===== config.mk =====
export PLATFORM = sky130hd
export DESIGN_NAME = tkpd_div
export DESIGN_NICKNAME = d
export VERILOG_FILES = /design/src/tilt_kalman_pd_stage_macros.svh /design/src/tkpd_pkg.sv /design/src/tkpd_div.sv
export SDC_FILE = /design/constraint.sdc
export NUM_CORES = 1
export LEC_CHECK = 0
export ABC_CLOCK_PERIOD_IN_PS = 7700
export BUFFER_PORTS_ARGS = -buffer_cell sky130_fd_sc_hd__buf_2
export CORE_ASPECT_RATIO = 1.1
export CORE_MARGIN = 2
export CORE_UTILIZATION = 61
export DETAILED_ROUTE_END_ITERATION = 10
export GPL_TIMING_DRIVEN = 0
export PLACE_DENSITY = 0.82
export SYNTH_ARGS = -nofsm -noshare
export SYNTH_HDL_FRONTEND = slang
export SYNTH_SLANG_ARGS = --single-unit

===== constraint.sdc =====
create_clock -name clk_i -period 7.7 [get_ports clk_i]
set_clock_uncertainty 0.15 [all_clocks]
set_input_delay 0.77 -clock clk_i [delete_from_list [all_inputs] [get_ports clk_i]]
set_output_delay 0.77 -clock clk_i [all_outputs]
set_load 0.03 [all_outputs]

===== src/tilt_kalman_pd_stage_macros.svh =====
// Assertion macros for the tilt Kalman PD stage.
// Included by tilt_kalman_pd_stage, the module that carries concurrent assertions.
`ifndef TILT_KALMAN_PD_STAGE_MACROS_SVH
`define TILT_KALMAN_PD_STAGE_MACROS_SVH

// Implication checked every clock, off while in reset.
`define TK_ASSERT_IMPL(label, clk, rst_n, ante, cons, msg) \
  label: assert property (@(posedge clk) disable iff (!rst_n) (ante) |-> (cons)) \
    else $error(msg);

// Next-cycle implication.
`define TK_ASSERT_NEXT(label, clk, rst_n, ante, cons, msg) \
  label: assert property (@(posedge clk) disable iff (!rst_n) (ante) |=> (cons)) \
    else $error(msg);

`endif


===== src/tkpd_pkg.sv =====
// Shared types and constants of the tilt Kalman PD stage.
// No dependencies.
package tkpd_pkg;

  localparam logic [2:0] RegQAngle = 3'd0;
  localparam logic [2:0] RegQBias  = 3'd1;
  localparam logic [2:0] RegRAngle = 3'd2;
  localparam logic [2:0] RegStep   = 3'd3;
  localparam logic [2:0] RegAccel  = 3'd4;
  localparam logic [2:0] RegProp   = 3'd5;
  localparam logic [2:0] RegDeriv  = 3'd6;
  localparam logic [2:0] RegSetpt  = 3'd7;

  typedef enum logic [4:0] {
    StIdle,
    StMeas,
    StRate,
    StAng0,
    StAng1,
    StCaa,
    StCab,
    StCbb,
    StErr,
    StDivStart,
    StDiv0,
    StDiv1Start,
    StDiv1,
    StUpd0,
    StUpd1,
    StUpd2,
    StUpd3,
    StUpd4,
    StUpd5,
    StFinal,
    StPd0,
    StPd1,
    StPd2,
    StOut
  } state_e;

  typedef struct packed {
    logic        start;
    logic [31:0] num;
    logic [31:0] den;
  } div_req_t;

  typedef struct packed {
    logic        done;
    logic        busy;
    logic [31:0] quot;
  } div_rsp_t;

  function automatic logic [31:0] sat32(input logic signed [65:0] v);
    logic [31:0] r;
    if (v > 66'sd2147483647) r = 32'h7fffffff;
    else if (v < -66'sd2147483648) r = 32'h80000000;
    else r = v[31:0];
    return r;
  endfunction

endpackage


===== src/tkpd_div.sv =====
// Bit-serial Q-format divider for the Kalman gain: sat32((num << frac) / den).
// Uses tkpd_pkg for the request/response structs.
module tkpd_div #(
  parameter int unsigned FracBits = 16
) (
  input  logic               clk_i,
  input  logic               rst_ni,
  input  tkpd_pkg::div_req_t req_i,
  output tkpd_pkg::div_rsp_t rsp_o
);

  localparam int unsigned NumW = 32 + FracBits;
  localparam int unsigned CntW = $clog2(NumW + 1);

  logic [NumW-1:0] num_q, num_d;     // shifting dividend magnitude
  logic [32:0]     rem_q, rem_d;
  logic [NumW-1:0] quo_q, quo_d;
  logic [31:0]     den_q, den_d;     // divisor magnitude
  logic            neg_q, neg_d;
  logic [CntW-1:0] cnt_q, cnt_d;
  logic            busy_q, busy_d;
  logic            done_q, done_d;
  logic [31:0]     res_q, res_d;

  logic [32:0]     trial;
  logic [NumW:0]   mag;
  logic [31:0]     num_abs;
  logic [31:0]     den_abs;

  always_comb begin
    num_abs = req_i.num[31] ? (~req_i.num + 32'd1) : req_i.num;
    den_abs = req_i.den[31] ? (~req_i.den + 32'd1) : req_i.den;
    num_d   = num_q;
    rem_d   = rem_q;
    quo_d   = quo_q;
    den_d   = den_q;
    neg_d   = neg_q;
    cnt_d   = cnt_q;
    busy_d  = busy_q;
    done_d  = 1'b0;
    res_d   = res_q;
    trial   = '0;
    mag     = '0;
    if (req_i.start) begin
      if (req_i.den == '0) begin
        done_d = 1'b1;
        if (req_i.num == '0) res_d = '0;
        else if (req_i.num[31]) res_d = 32'h80000000;
        else res_d = 32'h7fffffff;
      end else begin
        num_d  = {num_abs, {FracBits{1'b0}}};
        den_d  = den_abs;
        neg_d  = req_i.num[31] ^ req_i.den[31];
        rem_d  = '0;
        quo_d  = '0;
        cnt_d  = CntW'(NumW);
        busy_d = 1'b1;
      end
    end else if (busy_q) begin
      trial = {rem_q[31:0], num_q[NumW-1]};
      num_d = {num_q[NumW-2:0], 1'b0};
      if (trial >= {1'b0, den_q}) begin
        rem_d = trial - {1'b0, den_q};
        quo_d = {quo_q[NumW-2:0], 1'b1};
      end else begin
        rem_d = trial;
        quo_d = {quo_q[NumW-2:0], 1'b0};
      end
      cnt_d = cnt_q - CntW'(1);
      if (cnt_q == CntW'(1)) begin
        busy_d = 1'b0;
        done_d = 1'b1;
        mag    = {1'b0, quo_d};
        if (neg_q) res_d = tkpd_pkg::sat32(-$signed(66'(mag)));
        else res_d = tkpd_pkg::sat32($signed(66'(mag)));
      end
    end
  end

  always_ff @(posedge clk_i or negedge rst_ni) begin
    if (!rst_ni) begin
      busy_q <= 1'b0;
      done_q <= 1'b0;
      cnt_q  <= '0;
    end else begin
      busy_q <= busy_d;
      done_q <= done_d;
      cnt_q  <= cnt_d;
    end
  end

  always_ff @(posedge clk_i) begin
    num_q <= num_d;
    rem_q <= rem_d;
    quo_q <= quo_d;
    den_q <= den_d;
    neg_q <= neg_d;
    res_q <= res_d;
  end

  assign rsp_o.done = done_q;
  assign rsp_o.busy = busy_q;
  assign rsp_o.quot = res_q;

endmodule


# After elaboration in Yosys (flattened, before gate mapping)
# Cells that the tools add are included.
[op_classes]
add_sub_neg = 5
muxes = 36
magnitude_cmp = 4
bitwise_logic = 4
reduce_logical = 7
eq_ne = 3
[ops]
columns = ["cell", "n"]
rows = [
  ["$mux 32", 15],
  ["$mux 48", 5],
  ["$mux 47", 3],
  ["$gt 66x32->1 const B", 1],
  ["$lt 66x32->1 const B", 1],
  ["$neg 48->66", 1],
  ["$add 32x1->32 const B", 2],
  ["$logic_not 32->1", 2],
  ["$not 32->32", 2],
  ["$gt 48x31->1 const B", 1],
  ["$ge 33x32->1", 1],
  ["$sub 32x32->32", 1],
  ["$mux 31", 1],
  ["$mux 6", 3],
  ["$mux 1", 9],
  ["$eq 6x1->1 const B", 1],
  ["$sub 6x1->6 const B", 1],
  ["$reduce_and 2->1", 2],
  ["$reduce_bool 2->1", 2],
  ["$reduce_and 3->1", 1],
  ["$ne 2x1->1 const B", 1],
  ["$ne 2x2->1 const B", 1],
  ["$not 1->1", 1],
  ["$xor 1x1->1", 1],
]
[totals]
output_inout_bits = 34
regBits = 200

# Depth between registers and ports, before layout
# Gate-level depths: netlist of run 1.
[depth]
ltp_word = 12
depth_mapped = 23
depth_no_buf = 18

# Worst setup path after synthesis of run 1
# No wires, ideal clock.
[synth_path]
kind = "input to register"
startpoint = "in req_i[9] in the netlist's numbering"
endpoint = "reg num_q[16] (enable)"
path_slack_ns = 1.405
t_required_ns = 6.546
stages = 8
arrival_time_ns = 5.141
n_path_buf = 1
path_cell_list = "or4_1 > nor4_2 > or4b_1 > or4_1 > clkbuf_1 > or4_1 > nand2_1 > nand2_1"
[synth_between]
elab_chain_cells = 3
[synth_lines]
columns = ["item", "line_no", "rtl"]
rows = [
  ["from (decl)", "tkpd_div.sv:8", "input tkpd_pkg::div_req_t req_i,"],
  ["$logic_not 32->1", "tkpd_div.sv:45", "if (req_i.den == '0) begin"],
  ["$ne 2x2->1 (no line)", "-", ""],
  ["$reduce_and 2->1 (no line)", "-", ""],
  ["to (signal assigned)", "tkpd_div.sv:93", "num_q <= num_d;"],
  ["to (decl)", "tkpd_div.sv:15", "logic [NumW-1:0] num_q, num_d;"],
]
# Every way passes these cells.
# A chain may end at the register's enable or synchronous reset.

# Final worst setup path of run 1
[layout_path]
startpoint = "reg rem_q[21]"
endpoint = "reg res_q[3], data pin"
[layout_between]
elab_chain_cells = 12
word_cells_on_any_way = 15
cone_classes = "1 x add/sub; 4 x order compare; 10 x mux"
[layout_lines]
columns = ["item", "line_no", "rtl"]
rows = [
  ["from (decl)", "tkpd_div.sv:16", "logic [32:0] rem_q, rem_d;"],
  ["from (signal assigned)", "tkpd_div.sv:94", "rem_q <= rem_d;"],
  ["$ge 33x32->1 (*)", "tkpd_div.sv:62", "if (trial >= {1'b0, den_q}) begin"],
  ["$mux 1 (*)", "tkpd_div.sv:62", ""],
  ["$mux 48 (*)", "tkpd_div.sv:59", "end else if (busy_q) begin"],
  ["$mux 48 (*)", "tkpd_div.sv:44", "if (req_i.start) begin"],
  ["$neg 48->66", "tkpd_div.sv:74", "if (neg_q) res_d = tkpd_pkg::sat32(-$signed(66'(mag)));"],
  ["$lt 66x32->1", "tkpd_pkg.sv:56", "else if (v < -66'sd2147483648) r = 32'h80000000;"],
  ["$mux 32", "tkpd_pkg.sv:56", ""],
  ["$mux 32", "tkpd_pkg.sv:55", "if (v > 66'sd2147483647) r = 32'h7fffffff;"],
  ["$mux 32 (*)", "tkpd_div.sv:74", ""],
  ["$mux 32 (*)", "tkpd_div.sv:70", "if (cnt_q == CntW'(1)) begin"],
  ["$mux 32 (*)", "tkpd_div.sv:59", ""],
  ["$mux 32 (*)", "tkpd_div.sv:44", ""],
  ["net res_d[3]", "tkpd_div.sv:23", "logic [31:0] res_q, res_d;"],
  ["to (signal assigned)", "tkpd_div.sv:98", "res_q <= res_d;"],
  ["to (decl)", "tkpd_div.sv:23", ""],
]
# Mark *: on every way through the listed nets, which the timed path passes. The rest lies on a longest branch. The select of a mux whose other input is x is not followed.

==> results.txt, run 1 <==
In this run the critical register-to-register path is captured at res_q[3]$_DFFE_PP_. The largest incremental delay on the critical path is 0.59 ns. The starting density of the core is 0.624. The share of synthesized cell area in and, or, nand and nor gates came out at 0.179.

The max-slew violation count is 0. The worst register-to-register path begins at rem_q[21]$_SDFFCE_PP0P_. The fraction of met1 tracks used by global routing came out at 0.363. The cell leakage power came out at 0.00477 µW.

The clock buffer count from CTS is 17. The number of max-cap violations came out at 0. The initial antenna violation count is 0.

For this design the ratio of total power to cell area is 290 nW/µm². By startpoint and endpoint, the worst setup path is classified as register to register. The hold buffer count at CTS is 0.

The met2 usage in global routing came out at 0.472. The most used flip-flop cell after synthesis is sky130_fd_sc_hd__edfxtp_1. The share of cell area taken by muxes after synthesis is 0.000900. Of the post-synthesis cell area, the dominant cell type holds 0.475. The sequential share of the synthesized area came out at 0.493.

Counting flops with a built-in enable in the synthesized netlist gives 176. The layout net count is 1,330. Counting flops and latches in the post-synthesis netlist gives 184.

For this run, the top clock speed supported by timing is 136 MHz. The height of the die is 146 µm. The final global-route overflow total is 0. The post-synthesis compound-gate area fraction is 0.173. The final period utilization is 0.952. The clock-pin slew on the worst setup and hold paths came out at 0.07 ns. Setup repair after global routing left no endpoint under its margin. The layer flagged by global routing as most heavily used is met2.

The post-layout instance area came out at 12,500 µm². After synthesis, the largest family of logic cells by area is simple AND/OR/NAND/NOR gates. In the routed layout, each cell is associated on average with a via count of 6.23. No sink is reached through more buffers than the 2 on the longest clock path. The number of buffers inserted by post-CTS setup repair came out at 0. Data on the critical path is required at its endpoint by 7.71 ns. The worst setup path is captured at a register. The slew at the pin with the worst max-slew slack is 0.776 ns. The maximum resistive drop on vdd is 0.182 mV. The count of cells along the worst register-to-register path came out at 21.

The die covers 19,300 µm². Once placement finished, the instance area stood at 12,000 µm². The setup slack of the most critical reg-to-reg path is 0.37 ns. The routed layout has 9,195 vias. The endpoint arrival time on the critical path is 7.33 ns. The critical path startpoint category is a register. The number of nets with antenna violations after detailed routing came out at 0. After floorplanning, the core was divided into 51 placement rows. sky130_fd_sc_hd__edfxtp_1 takes more of the synthesized area than any other cell. Entering global routing, the biggest net connects 60 pins.

For this run, the detailed router's first-pass iteration total came to 6. The region available for standard cell placement spans 17,800 µm². At the end of routability-driven placement, the weighted congestion stood at 0.955. The area of the mapped netlist is 11,100 µm².

The count of endpoints failing setup in the final report came out at 0. Headroom to the max-slew limit came out at 0.482. The number of distinct library cells after synthesis is 74.

In this run the tool buffered the top-level ports with 100 buffer cells. The largest fanout on the critical path came out at 10. The average size of a mapped cell came out at 10.1 µm².

The number of nets in the synthesized netlist is 1,209. The repair_antennas step left the layout with diodes totalling 0. The first routing iteration left 995 violations. The final-layout setup total negative slack came out at 0 ns. By area the synthesized netlist is led by sky130_fd_sc_hd__edfxtp_1, sky130_fd_sc_hd__a21oi_1, sky130_fd_sc_hd__ha_1. The H-tree was split into 4 levels.

Relative to the synthesized area, the layout overhead comes to 12.8%. The sum of routed wire length over all layers is 26,500 µm. The total number of clock tree sinks came out at 184. The adder-cell share of the synthesized area came out at 0.0446.

The number of hold-slack violations in the final timing report is 0. The proportion of synthesized flip-flops having asynchronous set or reset is 0.0435. The clock insertion delay at the later pin of the skew report came out at 0.45 ns. Summing internal, switching and leakage power gives 3640 µW. The top-level I/O count is 101. The clock root buffer master is sky130_fd_sc_hd__clkbuf_16. The xor-xnor portion of the synthesized cell area came out at 0.0709. The Yosys step of the flow raised 0 warnings. In the final layout, the share of cells above drive strength 1 is 0.136.

The run finished with clean final reports. TritonCTS built the clock tree. The cell count after synthesis is 1,103. The remaining design rule violation count is 0. The final period demand of the worst path came out at 7.33 ns. The class of the tightest hold or removal check is primary input to asynchronous set/reset pin. The die extent in x is 133 µm.

The slowest stage cell on the critical path is sky130_fd_sc_hd__or4b_1. The via count of the first global-routing pass came out at 8,751. The first global-routing pass estimated 43,200 µm of wire. Summed over all nets, the half-perimeter wirelength after detailed placement is 18,900 µm. In the global route stage, met3 resource usage came out at 0.0425. The critical path goes through ha_1, a21o_1, a221oi_1, nor3b_1, or4_1, a211o_1, inv_1, buf_4, clkbuf_1, clkbuf_2, ha_1, or4b_1, nor3_1, nand2_1, nor4_1, a21oi_1, a41oi_2, buf_2, nand2_1, a21oi_1, nor4_1. For this run, the total global-route usage over all layers was measured as 0.280.

The count of cells resized by post-cts repair is 0. After detailed routing, the average wire length per cell comes to 18.0 µm.
## logic make-up after synthesis
logic type	after synthesis
simple gates	389
xor+xnor	90
mux	1
buf+inv	105
compound gates	295
flops	184
fa+ha+maj	39
## sequential cells by signal (all words and copies together), names as in the netlist
name and flops:
done_q 1, neg_q 1, den_q 32, res_q 32, num_q 32, cnt_q 6, busy_q 1, quo_q 47
rem_q 32
## worst max-delay path, delay by kind of cell, from the launching register on
kind            cells  cell delay, ns
compound gates      6            1.79
flops               1            0.40
fa+ha+maj           2            0.60
buf+inv             5            1.55
simple gates        8            2.54
## power by group
| group | internal, µW | switching, µW |
|---|---|---|
| Clock | 455 | 406 |
| Combinational | 525 | 851 |
| Sequential | 1300 | 99.7 |
| Total | 2280 | 1360 |
## metal layers
metal / share of wire / routed length, µm
met5: 0 / 0
met4: 0.031 / 814
met3: 0.058 / 1550
met2: 0.49 / 13100
met1: 0.42 / 11100
## worst max-delay path by stage
stage                                       start                      end  slack, ns  depth (start not counted)
after floorplan                          req_i[9]  num_q[16]$_SDFFCE_PN0P_       1.40                          8
after global placement                   req_i[3]      num_q[25]$_DFFE_PP_      -0.21                         10
after detailed placement  rem_q[21]$_SDFFCE_PP0P_       res_q[3]$_DFFE_PP_       0.50                         21
after CTS                 rem_q[21]$_SDFFCE_PP0P_       res_q[3]$_DFFE_PP_       0.43                         21
after global routing      rem_q[21]$_SDFFCE_PP0P_       res_q[3]$_DFFE_PP_       0.12                         21
final                     rem_q[21]$_SDFFCE_PP0P_       res_q[3]$_DFFE_PP_       0.37                         21
## layout make-up
cell class / instances / area (µm²)
sequential: 184 / 5490
clock buffer: 18 / 429
tap: 238 / 298
clock inverter: 14 / 140
fill: 1321 / 5260
multi-input combinational: 814 / 5230
buffer: 48 / 205
inverter: 57 / 214
timing repair buffer: 102 / 543
## cell usage after synthesis (4+ instances only)
cell type and instances:
sky130_fd_sc_hd__a221oi_1 6, sky130_fd_sc_hd__nand3_1 20, sky130_fd_sc_hd__buf_2 7, sky130_fd_sc_hd__nor3_1 24, sky130_fd_sc_hd__edfxtp_1 176, sky130_fd_sc_hd__a31oi_1 11
sky130_fd_sc_hd__and2_1 5, sky130_fd_sc_hd__nand2b_1 8, sky130_fd_sc_hd__or4_1 17, sky130_fd_sc_hd__inv_1 55, sky130_fd_sc_hd__a21oi_1 98, sky130_fd_sc_hd__nand3b_1 4
sky130_fd_sc_hd__buf_4 4, sky130_fd_sc_hd__buf_1 6, sky130_fd_sc_hd__nor4_1 21, sky130_fd_sc_hd__dfrtp_1 8, sky130_fd_sc_hd__a211oi_1 15, sky130_fd_sc_hd__xnor2_1 54
sky130_fd_sc_hd__nand2_1 91, sky130_fd_sc_hd__o21a_1 13, sky130_fd_sc_hd__and3_1 6, sky130_fd_sc_hd__o41ai_1 9, sky130_fd_sc_hd__nor2_1 101, sky130_fd_sc_hd__ha_1 38
sky130_fd_sc_hd__xor2_1 36, sky130_fd_sc_hd__nor2b_1 48, sky130_fd_sc_hd__o31ai_1 28, sky130_fd_sc_hd__a21o_1 10, sky130_fd_sc_hd__o21ai_0 56, sky130_fd_sc_hd__nand4_1 5
sky130_fd_sc_hd__o221ai_1 7, sky130_fd_sc_hd__or4_4 4, sky130_fd_sc_hd__clkbuf_1 31, sky130_fd_sc_hd__o22ai_1 5, sky130_fd_sc_hd__or3_1 18
## cells in the final DEF, fill, tap and decap left out, drive strengths merged, types with 4 or more instances in the layout
cell	n
xor2	36
nor3b	4
and3	6
ha	38
nor4	22
a21oi	98
buf	119
a221oi	6
clkbuf	49
and2	5
o41ai	9
dfrtp	8
o221ai	7
or3	19
nand3	20
inv	63
or4	21
a21o	10
xnor2	54
edfxtp	176
o31ai	31
nand4	5
nand2	91
o21a	13
nor2	101
nand2b	8
nor2b	48
nor3	25
o22ai	5
a31oi	11
o21ai	59
clkinv	4
a211oi	15
nand3b	4
## stage by stage
stage           util  hold slack, ns  setup WS (ns)  instances
2_1_floorplan      -           0.324           1.40       1103
3_3_place_gp   0.669           0.371         -0.208       1441
3_5_place_dp   0.673           0.377          0.498       1443
4_1_cts        0.704         0.00496          0.432       1475
5_1_grt        0.705          0.0180          0.117       1475
6_report       0.705         0.00533          0.373       1475
Power figures use the tool's default switching activity.
==> inputs of run 2 (changes only) <==
- CORE_ASPECT_RATIO: 1.1 -> not set
==> run 2 against run 1 <==
Register-to-register slack improved by 0.098 ns. Design area increased by 0.43%. Maximum frequency is 1.4% higher. Worst hold slack improved by 0.0023 ns. Critical path depth did not move. First-iteration DRC count decreased by 0.20%. Global-route usage increased by 0.18 points. Critical path type unchanged. Highest routed layer unchanged.
==> results.txt, run 2 (synthesis results as in run 1) <==
The die is 139 µm tall. The estimated wirelength of the detail-placed design is 19,200 µm. The min-delay analysis places its worst path in the category primary input to asynchronous set/reset pin. The run finished with clean final reports.

The number of antenna repair diodes came out at 0. The clock buffer count from CTS came out at 17. Relative to the synthesized area, the layout overhead comes to 13.3%. Timing would allow up to 138 MHz. The number of buffers added on ports came out at 100.

The number of cells on the worst reg-to-reg path is 21. The top-level I/O count is 101. The root buffer cell chosen for the clock tree is sky130_fd_sc_hd__clkbuf_16.

Summed over all failing endpoints, the final setup total negative slack is 0 ns. The area enclosed by the die boundary is 19,300 µm². The via count of the first global-routing pass was 8,640. Summing over every cut layer, the via total after detailed routing is 9,261. For this run, the number of standard cells in the final layout without fillers is 1,466. For this design the ratio of total power to cell area is 292 nW/µm². The count of cells resized by post-cts repair is 0. The instance count after placement with tap cells included is 1,434. The core region is 17,900 µm².

The number of hold-slack violations in the final timing report is 0. The largest net degree at the start of global routing came out at 60. The sum of routed wire length over all layers came out at 27,300 µm. STA puts the critical path data required time at 7.72 ns. After the last flow step, the layout net total stands at 1,330. For this run, design rule violations remaining after detail routing come to 0. The endpoint kind of the worst setup timing path is a register.

Setup violations remaining at the end of the flow were counted as 0. The clock net in this run drives a total of 184 sinks. The first global-routing pass estimated 43,600 µm of wire. The initial antenna violation count was 0.

Across every metal layer, demand over resource in global routing totals 0.282. The final global-route overflow total came out at 0. The clock insertion delay at the later pin of the skew report came out at 0.44 ns. The worst setup path is of the register to register kind. The die extent in x came out at 139 µm. The largest incremental delay on the critical path is 0.59 ns.

The number of flip-flops under the largest register name came out at 47. Among all stages on the critical path, the largest delay is contributed by sky130_fd_sc_hd__or4b_1. In this run the tightest slew margin relative to its limit is 0.438. The worst setup path is launched from a register. The number of buffers inserted by post-CTS setup repair is 0.

The max-slew violation count came out at 0. The number of max-cap violations came out at 0. Walking the worst path, the cells encountered are ha_1, a21o_1, a221oi_1, nor3b_1, or4_1, a211o_1, inv_1, buf_4, clkbuf_1, clkbuf_1, ha_1, or4b_1, nor3_1, nand2_1, nor4_2, a21oi_1, a41oi_2, buf_2, nand2_1, a21oi_1, nor4_1. The register with the most flip-flops is quo_q. Of the cells placed in the final design, the portion with a size suffix greater than 1 is 0.137. The library cells used most frequently in the layout, excluding fill and tap cells, are sky130_fd_sc_hd__edfxtp_1, sky130_fd_sc_hd__buf_2, sky130_fd_sc_hd__nor2_1. The maximum resistive drop on vdd is 0.215 mV.

Setup repair after global routing left no endpoint under its margin. The number of DRC markers after the initial detailed-route iteration came out at 993. The cell leakage power is 0.00480 µW. Routability-driven placement finished with a final weighted congestion of 0.933.

CTS built an H-tree with a depth of 4. The slew at the pin with the worst max-slew slack came out at 0.843 ns. The TritonCTS clock tree is built. The hold buffer count at CTS came out at 0. The endpoint arrival time on the critical path is 7.25 ns.

The first-pass iteration count of the detailed router is 5. The clock-pin slew on the worst setup and hold paths is 0.07 ns. The number of buffers on the longest clock path came out at 2. The final period utilization came out at 0.939.

The design draws 3680 µW. The average wire per standard cell came out at 18.6 µm. Leaving out fill and tap cells, the most frequent cell in the layout is sky130_fd_sc_hd__edfxtp_1.

The starting density of the core came out at 0.621. The number of nets with antenna violations after detailed routing is 0. The final design utilization is 0.704. The final period demand of the worst path came out at 7.23 ns.

The largest fanout on the critical path is 10. The number of rows in the core area came out at 49. In the routed layout, each cell is associated on average with a via count of 6.32.
-- run 2: metrics by stage --
stage,setup slack [ns],hold WS [ns],area [µm²]
finish,0.471,0.00764,12600
global route,0.178,0.0119,12600
CTS,0.509,0.00720,12600
detailed placement,0.570,0.373,12000
global placement,-0.237,0.375,11900
floorplan,1.40,0.324,11100
-- run 2: power breakdown --
group          internal (µW)  leakage [µW]  total, µW  switching, µW
sequential              1300       0.00189       1400           97.1
clock                    493      0.000297        917            424
combinational            523       0.00261       1370            848
-- run 2: final timing paths --
path,from,to,slack [ns]
min in group clk_i,num_q[46]$_DFFE_PP_,num_q[47]$_DFFE_PP_,0.40
max in group asynchronous,rst_ni,cnt_q[2]$_DFFE_PN0P_,7.22
worst max-delay path,rem_q[21]$_SDFFCE_PP0P_,res_q[19]$_DFFE_PP_,0.47
worst min register to register,num_q[46]$_DFFE_PP_,num_q[47]$_DFFE_PP_,0.40
worst max register to register,rem_q[21]$_SDFFCE_PP0P_,res_q[19]$_DFFE_PP_,0.47
worst min-delay path,rst_ni,busy_q$_DFFE_PN0P_,0.008
-- run 2: critical path, delay by kind of cell, from the launching register on --
| family | cells | cell delay [ns] |
|---|---|---|
| adder cells (fa/ha/maj) | 2 | 0.65 |
| buffers and inverters | 5 | 1.70 |
| AND/OR/NAND/NOR | 8 | 2.28 |
| flip-flops | 1 | 0.39 |
| AO/OA/AOI/OAI | 6 | 1.79 |
-- run 2: area by class of cell --
type | count | area, µm²
Clock buffer | 17 | 425
Sequential cell | 184 | 5490
Fill cell | 1344 | 5310
Clock inverter | 15 | 184
Timing Repair Buffer | 102 | 556
Buffer | 48 | 204
Inverter | 57 | 214
Multi-Input combinational cell | 814 | 5240
Tap cell | 229 | 287
-- run 2: metal layers --
layer | track usage | share of wire | vias to the layer above
li1 | - | - | 4347
met2 | 0.461 | 0.48 | 457
met5 | 0 | 0 | -
met1 | 0.382 | 0.42 | 4384
met3 | 0.0411 | 0.072 | 73
met4 | 0.112 | 0.028 | 0
